## src/gqls_pkg.sv

```systemverilog
// shared constants, codes and types of the grid q-learning step block
package gqls_pkg;

	localparam int ROWS   = 16;
	localparam int COLS   = 16;
	localparam int NACT   = 4;
	localparam int CELLS  = ROWS * COLS;
	localparam int RW     = $clog2(ROWS);
	localparam int CW     = $clog2(COLS);
	localparam int CELL_W = $clog2(CELLS);
	localparam int QW     = 32;
	localparam int EPS_W  = 10;

	localparam int IN_DATA_W  = 24;
	localparam int OUT_DATA_W = 56;
	localparam int CFG_IDX_W  = 3;
	localparam int CFG_DATA_W = 16;

	localparam logic [EPS_W-1:0] EPS_FULL = EPS_W'(1000);

	localparam logic OP_LOAD = 1'b0;
	localparam logic OP_STEP = 1'b1;

	localparam logic [1:0] ACT_UP    = 2'd0;
	localparam logic [1:0] ACT_RIGHT = 2'd1;
	localparam logic [1:0] ACT_DOWN  = 2'd2;
	localparam logic [1:0] ACT_LEFT  = 2'd3;

	localparam logic [2:0] TILE_EMPTY  = 3'd0;
	localparam logic [2:0] TILE_BOMB   = 3'd1;
	localparam logic [2:0] TILE_CHARGE = 3'd2;
	localparam logic [2:0] TILE_START  = 3'd3;
	localparam logic [2:0] TILE_GOAL   = 3'd4;

	localparam logic [CFG_IDX_W-1:0] CFG_LEARNING_RATE = 3'd0;
	localparam logic [CFG_IDX_W-1:0] CFG_DISCOUNT      = 3'd1;
	localparam logic [CFG_IDX_W-1:0] CFG_BOMB_REWARD   = 3'd2;
	localparam logic [CFG_IDX_W-1:0] CFG_EMPTY_REWARD  = 3'd3;
	localparam logic [CFG_IDX_W-1:0] CFG_CHARGE_REWARD = 3'd4;
	localparam logic [CFG_IDX_W-1:0] CFG_END_REWARD    = 3'd5;
	localparam logic [CFG_IDX_W-1:0] CFG_EPSILON_DECAY = 3'd6;

	typedef enum logic [2:0] {
		ST_CLEAR,
		ST_IDLE,
		ST_CHOOSE,
		ST_READ,
		ST_FUT,
		ST_TGT,
		ST_MUL,
		ST_WRITE
	} state_t;

	typedef struct packed {
		logic clear;
		logic load;
		logic start;
		logic choose;
		logic sel_nxt;
		logic fut;
		logic tgt;
		logic mul;
		logic wr;
	} dp_cmd_t;

	typedef struct packed {
		logic clear_last;
		logic out_busy;
	} dp_stat_t;

endpackage

```

## src/gqls_ctrl.sv

```systemverilog
// controller state machine of the grid q-learning step block
module gqls_ctrl (
	input  logic               clk,
	input  logic               arst_n,
	input  logic               s_tvalid,
	output logic               s_tready,
	input  logic               s_tuser,
	input  gqls_pkg::dp_stat_t stat,
	output gqls_pkg::dp_cmd_t  cmd
);
	import gqls_pkg::*;

	state_t state_q;
	state_t state_d;

	always_ff @(posedge clk or negedge arst_n) begin
		if (!arst_n) begin
			state_q <= ST_CLEAR;
		end else begin
			state_q <= state_d;
		end
	end

	always_comb begin
		state_d  = state_q;
		cmd      = '0;
		s_tready = 1'b0;
		case (state_q)
			ST_CLEAR: begin
				cmd.clear = 1'b1;
				if (stat.clear_last) begin
					state_d = ST_IDLE;
				end
			end
			ST_IDLE: begin
				s_tready = 1'b1;
				if (s_tvalid) begin
					if (s_tuser == OP_STEP) begin
						cmd.start = 1'b1;
						state_d   = ST_CHOOSE;
					end else begin
						cmd.load = 1'b1;
					end
				end
			end
			ST_CHOOSE: begin
				cmd.choose = 1'b1;
				state_d    = ST_READ;
			end
			ST_READ: begin
				cmd.sel_nxt = 1'b1;
				state_d     = ST_FUT;
			end
			ST_FUT: begin
				cmd.fut = 1'b1;
				state_d = ST_TGT;
			end
			ST_TGT: begin
				cmd.tgt = 1'b1;
				state_d = ST_MUL;
			end
			ST_MUL: begin
				cmd.mul = 1'b1;
				state_d = ST_WRITE;
			end
			ST_WRITE: begin
				if (!stat.out_busy) begin
					cmd.wr  = 1'b1;
					state_d = ST_IDLE;
				end
			end
			default: begin
				state_d = ST_CLEAR;
			end
		endcase
	end

endmodule

```

## config.mk

```make
export PLATFORM = sky130hd
export DESIGN_NAME = gqls_ctrl
export DESIGN_NICKNAME = d
export VERILOG_FILES = /design/src/gqls_pkg.sv /design/src/gqls_ctrl.sv
export SDC_FILE = /design/constraint.sdc
export NUM_CORES = 1
export LEC_CHECK = 0
export BUFFER_PORTS_ARGS = -buffer_cell sky130_fd_sc_hd__buf_2
export CORE_AREA = 4 4 41 43
export CTS_BUF_LIST = sky130_fd_sc_hd__clkbuf_4 sky130_fd_sc_hd__clkbuf_8 sky130_fd_sc_hd__clkbuf_16
export DETAILED_ROUTE_END_ITERATION = 7
export DIE_AREA = 0 0 45 47
export MAX_ROUTING_LAYER = met4
export SETUP_SLACK_MARGIN = 0.3
export SLEW_MARGIN = 15
export SYNTH_ARGS = -nofsm -noshare
export SYNTH_HDL_FRONTEND = slang
export SYNTH_SLANG_ARGS = --single-unit
```

## constraint.sdc

```tcl
create_clock -name clk -period 0.95 [get_ports clk]
set_input_delay 0.1425 -clock clk [delete_from_list [all_inputs] [get_ports clk]]
set_output_delay 0.1425 -clock clk [all_outputs]
set_load 0.01 [all_outputs]
```

==> impl_metrics.toml, run 1 <==
[clocking]
path_clk_slew_ns = 0.04
clock_path_buffers = 2
cts.sinks = 3
htreeDepth = 1
cts_tree = "done"
cts_buffers = 3
cts_root_buf = "clkbuf_4"
insertion_delay_ns = 0.24

[route]
drt.antenna.violating_nets = 0
vias_per_cell = 4.32
first_pass_iters = 4
wire_per_inst_um = 11.8
wl_um = 887
drt_iter0_drc = 7
num_vias = 324
post-route-drc-count = 0

[critical_path]
crit_type = "flip-flop to output port"
cp_max_fo = 6
end_kind = "output port"
cp.required_ns = 0.81
path_cells = "nor3b_4 -> and3_4 -> buf_6"
startpoint_type = "flip-flop"
arrival_ns = 1.21
critical_path.max_stage_delay_ns = 0.46
critPathSlowestCell = "dfrtp_2"

[run_status]
outcome = "complete, but fails checks"
violations = "setup timing"

[grt]
antenna_found_initial = 0
gr-usage-all-layers_pct = 8.56
grt_max_degree = 7
grt_pass1_vias = 311
grt_pass1_wl_um = 1240
grt_overflow = 0

[place]
gp_congestion = 0.733
port_buffers = 15
hpwl_um = 513

[final_layout]
layout-drive-gt1-share_pct = 86.7
fillers = 146
num-nets-final = 67
final_core_utilization_pct = 44.3
synthToLayoutAreaGrowth_pct = 120
top_regs = "state_q: 3 flops"
largest_register = "state_q"
largest_register_ffs = 3
insertedDiodeCount = 0

[flow_run]
maxCapViolCount = 0

[timing]
period_share_pct = 142
setup_ws_ns = -0.403
slew_headroom_pct = 84.0
hold_violations = 0
worst_pin_slew_ns = 0.240
max_freq_ghz = 0.739
setup_viol = 13
fin_crit_ns = 1.35
fin_skew_ns = 0.00241
maxSlewViolCount = 0
rsz0062_at_grt = "yes"
whs_ns = 0.226

[yosys]
syn_avg_cell_area_um2 = 9.73
yosys.area.top_type = "dfrtp_1"
synth_area_leaders = "dfrtp_1 (29%), nor3b_4 (14%), buf_6 (8.6%), and3b_1 (6.7%), nor3b_1 (5.7%)"
yosysTopAreaCellShare_pct = 28.6
ys_warn_count = 0
syn-num-nets = 33
yosys_register_bits = 3
syn_inst = 27
ys_types = 17
syn_area_um2 = 263
ys_seq_area_share_pct = 28.6

[worst_hold_path]
min_path_type = "primary input to asynchronous set/reset pin"

[die]
die_width_um = 45
die_area_um2 = 2120
core_um2 = 1300
rows = 13
fp.dieH_um = 47
ios = 16
initial_utilization_pct = 20.2

[power_and_ir_drop]
p_leak_uw = 0.000272
total_power_uw = 1910
power_density_nw_per_um2 = 3310
ir_drop_mv = 1.25
[worst max-delay path: cells and delay by family (launching register included)]
family	cells	cell delay [ns]
buf+inv	1	0.09
flops	1	0.46
simple gates	2	0.43
[what timing repair did]
action,4_1_cts,5_1_grt
hold buffers,1,0
endpoints found under the setup margin,13,13
gates resized for setup,7,8
pin swaps,3,4
hold endpoints to repair,3,0
setup buffers,2,6
[per-stage QoR]
step	worst slack, ns	setup TNS, ns	cell area [um2]	std cells
detailed placement	-0.192	-1.70	408	62
CTS	-0.408	-3.88	487	69
finish	-0.403	-4.26	577	75
global placement	-0.206	-1.71	408	62
floorplan	-0.141	-0.343	288	27
global route	-0.470	-4.90	577	75
[path summary, 6_finish.rpt]
check,start,endpoint,slack [ns],cells past startpoint
setup / recovery,state_q[1],cmd[6],-0.40,3
hold / removal,arst_n,state_q[2],0.23,2
setup reg to reg,state_q[1],state_q[0],-0.33,5
hold reg to reg,state_q[0],state_q[1],0.67,2
max in group asynchronous,arst_n,state_q[0],0.61,2
min in group clk,stat[0],state_q[2],0.24,3
[metal layers]
metal / track usage (%) / wire length, um / part of all wire, %
met5: - / 0 / 0
met4: 8.77 / 23 / 2.6
met3: 1.15 / 62 / 7.0
met2: 13.0 / 450 / 51
met1: 9.32 / 350 / 39
[logic make-up after synthesis]
kind of cell           Yosys count  synth area share [%]
AND/OR/NAND/NOR                 17                  48.1
AO/OA/AOI/OAI                    4                  11.9
buffers and inverters            3                  11.4
flip-flops                       3                  28.6
[synthesized netlist by cell type (all sizes together)]
cell type,instances
buf,3
and3,1
nor4,1
dfrtp,3
nor2,4
a21oi,3
nand2,2
a211oi,1
and2,1
nor3,2
nor3b,4
and3b,2
[area by class of cell]
| class | count | area, um2 | area share, % |
|---|---|---|---|
| flip-flops and latches | 3 | 78.8 | 13.7 |
| repair buffers | 32 | 239 | 41.4 |
| clock buffers | 4 | 30.0 | 5.21 |
| well taps | 15 | 18.8 | 3.25 |
| multi-input cells | 21 | 210 | 36.4 |
[power breakdown]
group	total [uW]	internal, uW	switching, uW
logic	1330	776	549
clock network	261	186	74.9
registers	325	204	121
total	1910	1170	745
[cells in the final DEF (no fill, tap or decap)]
master,instances
buf_2,12
buf_4,12
nor2_1,2
nor3b_4,2
nand2_1,1
nor4_4,1
nor3b_1,1
nor3_2,1
a21oi_1,1
a211oi_2,1
nor2_4,1
dlygate4sd3_1,1
and2_4,1
and3b_1,1
nand2_2,1
nor2_2,1
dfrtp_2,3
a21oi_2,1
nor3b_2,1
clkbuf_4,4
and3_4,1
and3b_2,1
a21oi_4,1
buf_6,7
nor3_1,1
Note: power is estimated with default switching activity, not from simulation.
==> run 2: changes to the inputs <==
--- a/config.mk
+++ b/config.mk
@@ -5,11 +5,11 @@
 export SDC_FILE = /design/constraint.sdc
 export NUM_CORES = 1
 export LEC_CHECK = 0
-export BUFFER_PORTS_ARGS = -buffer_cell sky130_fd_sc_hd__buf_2
 export CORE_AREA = 4 4 41 43
 export CTS_BUF_LIST = sky130_fd_sc_hd__clkbuf_4 sky130_fd_sc_hd__clkbuf_8 sky130_fd_sc_hd__clkbuf_16
 export DETAILED_ROUTE_END_ITERATION = 7
 export DIE_AREA = 0 0 45 47
+export DONT_BUFFER_PORTS = 1
 export MAX_ROUTING_LAYER = met4
 export SETUP_SLACK_MARGIN = 0.3
 export SLEW_MARGIN = 15
==> run 2 against run 1 <==
The flow still finishes with violations (setup timing). Sequential cell count did not move. Clock power hardly changed. Maximum frequency grew 4.2%. Sequential power hardly changed. Global-route usage is 0.59 points higher. First-iteration DRC count fell by 100%. Critical endpoint is now cmd[2]. Largest cell class is now multi-input combinational cells.
==> impl_metrics.toml, run 2 (synthesis gave the netlist of run 1 again) <==
[run_status]
outcome = "complete, but fails checks"
violations = "setup timing"

[critical_path]
startpoint_type = "flip-flop"
reg2reg_depth = 5
cp_max_fo = 6
ff2ff_setup_slack_ns = -0.20
cp.required_ns = 0.81
arrival_ns = 1.16
r2r_end = "state_q[0]"
rr_startpoint = "state_q[2]"
crit_type = "flip-flop to output port"
end_kind = "output port"

[clocking]
htreeDepth = 1
insertion_delay_ns = 0.24
cts_buffers = 3
clock_path_buffers = 2
cts.sinks = 3
path_clk_slew_ns = 0.04
cts_root_buf = "clkbuf_4"
cts_tree = "done"

[die]
core_um2 = 1300
initial_utilization_pct = 20.2
rows = 13
ios = 16
die_area_um2 = 2120
die_width_um = 45
fp.dieH_um = 47

[timing]
hold_violations = 0
fin_skew_ns = 0.00406
slew_headroom_pct = 80.2
setup_viol = 13
period_share_pct = 137
fin_crit_ns = 1.30
rsz0062_at_grt = "yes"
setup_ws_ns = -0.348
whs_ns = 0.0764
worst_pin_slew_ns = 0.295
max_freq_ghz = 0.771
maxSlewViolCount = 0

[route]
vias_per_cell = 4.43
post-route-drc-count = 0
wire_per_inst_um = 11.8
wl_um = 744
num_vias = 279
drt.antenna.violating_nets = 0
first_pass_iters = 1
drt_iter0_drc = 0

[worst_hold_path]
holdPathStages = 2
hold_end = "state_q[2]"
min_path_type = "primary input to flip-flop"
hp-start = "stat[0]"

[power_and_ir_drop]
power_density_nw_per_um2 = 3550
total_power_uw = 1830
p_leak_uw = 0.000216
ir_drop_mv = 1.12

[place]
port_buffers = 0
hpwl_um = 552
gp_congestion = 0.727
dp_slack_ns = -0.144

[final_layout]
largest_register_ffs = 3
final_core_utilization_pct = 39.6
layout-drive-gt1-share_pct = 91.7
synthToLayoutAreaGrowth_pct = 96.2
regArea_um2 = 78.8
final_cell_mix = "buf_4 (16), clkbuf_4 (4), nor3b_4 (3), buf_6 (3), dfrtp_2 (3)"
fillers = 142
top_regs = "state_q: 3 flops"
num-nets-final = 55
multi_input_area_um2 = 224
largest_register = "state_q"
insertedDiodeCount = 0
final_common_cell = "buf_4"

[grt]
grt_pass1_wl_um = 1250
grt_pass1_vias = 306
grt_max_degree = 7
antenna_found_initial = 0
grt_overflow = 0
gr-usage-all-layers_pct = 9.15

[flow_run]
maxCapViolCount = 0
## run 2: cell count changes in the layout (fill, tap and decap cells not counted), sizes merged
cell / before / now
buf: 31 / 19
## run 2: worst max path at each step
stage,startpoint,to,cells past startpoint
4_1_cts,state_q[2],cmd[7],3
2_1_floorplan,state_q[1],cmd[6],3
3_5_place_dp,state_q[2],cmd[7],3
3_3_place_gp,state_q[1],cmd[0],3
6_report,state_q[2],cmd[2],3
5_1_grt,state_q[2],cmd[7],3
## run 2: area by class of cell
class / instances / area share [%]
sequential: 3 / 15.3
tap: 15 / 3.64
timing repair buffer: 20 / 31.8
multi-input combinational: 21 / 43.4
clock buffer: 4 / 5.83
## run 2: repair_timing
action,in CTS,in global routing
endpoints found under the setup margin,13,13
endpoints found under the hold margin,3,0
pin swaps,1,1
hold buffers,1,0
setup buffers,2,2
gates resized for setup,11,5
## run 2: metrics by stage
step                      instance area, um2  std cells  setup TNS, ns
after floorplan                          288         27         -0.343
after global placement                   385         54          -1.23
after detailed placement                 385         54          -1.33
after CTS                                474         61          -3.39
after global routing                     515         63          -4.00
final                                    515         63          -3.35
## run 2: where the power goes
group | total [uW] | switching (uW) | internal, uW
clock | 259 | 72.7 | 186
combinational | 1250 | 508 | 738
sequential | 323 | 120 | 204
total | 1830 | 700 | 1130
## run 2: metal layers
metal  share of wire (%)  global-route usage (%)
met4                 2.6                    8.77
met3                 8.7                    3.83
met1                  39                    9.13
met2                  50                    13.3
met5                   0                       -
## run 2: critical path, stage by stage (launching register included)
cell	delay, ns
dfrtp_2	0.44
buf_4	0.15
buf_6	0.11
and3b_2	0.21
==> run 3: changes to the inputs <==
--- a/config.mk
+++ b/config.mk
@@ -5,6 +5,7 @@
 export SDC_FILE = /design/constraint.sdc
 export NUM_CORES = 1
 export LEC_CHECK = 0
+export ABC_AREA = 1
 export CORE_AREA = 4 4 41 43
 export CTS_BUF_LIST = sky130_fd_sc_hd__clkbuf_4 sky130_fd_sc_hd__clkbuf_8 sky130_fd_sc_hd__clkbuf_16
 export DETAILED_ROUTE_END_ITERATION = 7
==> run 3 against run 2 <==
The run still ends with setup timing left. Synthesized cell count increased by 19%. Sequential cell count stayed put. Combinational power down 26%. Die area did not move. Register-to-register slack better by 0.15 ns. Hold slack improved by 0.013 ns. Sequential power decreased by 2%. Critical endpoint is now cmd[7].
==> impl_metrics.toml, run 3 <==
[worst_hold_path]
min_path_type = "primary input to flip-flop"
hold_end = "state_q[1]"
holdPathStages = 2
hp-start = "stat[0]"

[critical_path]
crit_type = "flip-flop to output port"
cp_max_fo = 7
critPathSlowestCell = "dfrtp_2"
ff2ff_setup_slack_ns = -0.05
r2r_end = "state_q[1]"
cp.required_ns = 0.81
path_cells = "nor2_4 -> nand2_2 -> inv_2 -> nand2_2 -> nor2_4"
reg2reg_depth = 4
critical_path.max_stage_delay_ns = 0.46
rr_startpoint = "state_q[1]"
startpoint_type = "flip-flop"
arrival_ns = 1.11
end_kind = "output port"

[place]
port_buffers = 0
gp_congestion = 0.715
hpwl_um = 509
dp_slack_ns = -0.0884
dp.cells = 57

[route]
wire_per_inst_um = 10.2
drt.antenna.violating_nets = 0
num_vias = 264
vias_per_cell = 4.13
drt_iter0_drc = 0
first_pass_iters = 1
wl_um = 655
post-route-drc-count = 0

[die]
initial_utilization_pct = 16.4
die_area_um2 = 2120
die_width_um = 45
fp.dieH_um = 47
ios = 16
core_um2 = 1300
rows = 13

[yosys]
async_flop_share_pct = 100
synth_commonest_cells = "nor2_1 (6), nand2_1 (5)"
yosys_register_bits = 3
yosysTopAreaCellShare_pct = 35.1
synth_edf_count = 0
syn_avg_cell_area_um2 = 6.69
synth_area_leaders = "dfrtp_1 (35%), nor2_1 (11%), nand2_1 (8.8%), a21oi_1 (7.0%), nor3_1 (7.0%)"
yosys.area.top_type = "dfrtp_1"
syn_area_um2 = 214
yosysMostFrequentCell = "nor2_1"
ys_warn_count = 0
syn_inst = 32
ys.flop_type = "dfrtp_1"
ys_types = 14
ys_seq_area_share_pct = 35.1
syn-num-nets = 38

[power_and_ir_drop]
power_density_nw_per_um2 = 3500
ir_drop_mv = 1.41
p_leak_uw = 0.000193

[final_layout]
insertedDiodeCount = 0
final_common_cell = "buf_4"
top_regs = "state_q: 3 flops"
final_cell_count_no_fill = 64
layout-drive-gt1-share_pct = 71.4
synthToLayoutAreaGrowth_pct = 99.4
largest_register_ffs = 3
final_cell_mix = "buf_4 (9), inv_2 (4), nor2_4 (4), clkbuf_4 (4)"
largest_register = "state_q"
num-nets-final = 56

[timing]
worst_pin_slew_ns = 0.166
max_freq_ghz = 0.800
slew_headroom_pct = 88.9
fin_skew_ns = 0.000344
hold_violations = 0
fin_crit_ns = 1.25
rsz0062_at_grt = "yes"
period_share_pct = 132
fin_setup_tns_ns = -2.48
setup_ws_ns = -0.300
setup_viol = 12
maxSlewViolCount = 0

[clocking]
htreeDepth = 1
path_clk_slew_ns = 0.03
cts_root_buf = "clkbuf_4"
cts_buffers = 3
clock_path_buffers = 2
cts_tree = "done"
insertion_delay_ns = 0.23
cts.sinks = 3

[flow_run]
maxCapViolCount = 0

[grt]
antenna_found_initial = 0
grt_max_degree = 9
grt_pass1_vias = 278
grt_overflow = 0
grt_pass1_wl_um = 1030
gr-usage-all-layers_pct = 7.36

[run_status]
outcome = "complete, but fails checks"
violations = "setup timing"
[run 3: critical path, delay by kind of cell, from the launching register on]
family | cells | cell delay, ns
buffers and inverters | 1 | 0.06
flip-flops | 1 | 0.46
AND/OR/NAND/NOR | 4 | 0.35
[run 3: cell families (layout without fill, tap and decap cells)]
| logic type | Yosys count | after routing | share of synthesized area (%) |
|---|---|---|---|
| AO/OA/AOI/OAI | 4 | 4 | 10.5 |
| buffers and inverters | 5 | 22 | 8.77 |
| flip-flops | 3 | 3 | 35.1 |
| AND/OR/NAND/NOR | 20 | 20 | 45.6 |
[run 3: stage by stage]
| stage | utilization [%] | total power, uW | hold WS, ns | area, um2 |
|---|---|---|---|---|
| floorplan | - | 667 | -0.153 | 219 |
| global placement | 24.0 | 985 | -0.153 | 313 |
| detailed placement | 24.0 | 999 | -0.153 | 313 |
| CTS | 28.7 | 1340 | 0.0745 | 374 |
| global route | 32.8 | 1620 | 0.105 | 427 |
| finish | 32.8 | 1490 | 0.0891 | 427 |
[run 3: final cells by class]
cell class	count	area (um2)
Multi-Input combinational cell	24	170
Tap cell	15	18.8
Sequential cell	3	77.6
Timing Repair Buffer	13	111
Inverter	5	18.8
Clock buffer	4	30.0
Fill cell	150	875
[run 3: per-layer routing]
metal / wire, um / GRT usage (%) / part of all wire, % / vias to the layer above
met4: 0 / 8.77 / 0 / 0
met5: 0 / - / 0 / -
met2: 358 / 11.6 / 55 / 8
met1: 245 / 6.64 / 37 / 117
met3: 51 / 1.92 / 7.8 / 0
li1: - / - / - / 139
[run 3: worst max-delay path by stage]
stage	startpoint	to	slack, ns	cells past startpoint
6_report	state_q[1]	cmd[7]	-0.30	5
5_1_grt	state_q[0]	cmd[1]	-0.36	3
4_1_cts	state_q[1]	cmd[7]	-0.31	5
3_5_place_dp	state_q[1]	cmd[7]	-0.09	5
3_3_place_gp	state_q[0]	cmd[1]	-0.07	3
2_1_floorplan	state_q[1]	cmd[7]	-0.06	5
[run 3: what timing repair did]
action	in CTS	in global routing
setup endpoints to repair	13	13
endpoints found under the hold margin	3	0
resized for setup	6	12
pin swaps	0	2
hold buffers	1	0
setup buffers	0	2
[run 3: power breakdown]
part,leakage (uW),total (uW),switching [uW],internal (uW)
logic,0.000144,928,471,457
registers,0.0000311,317,115,202
clock network,0.0000184,249,63.3,186
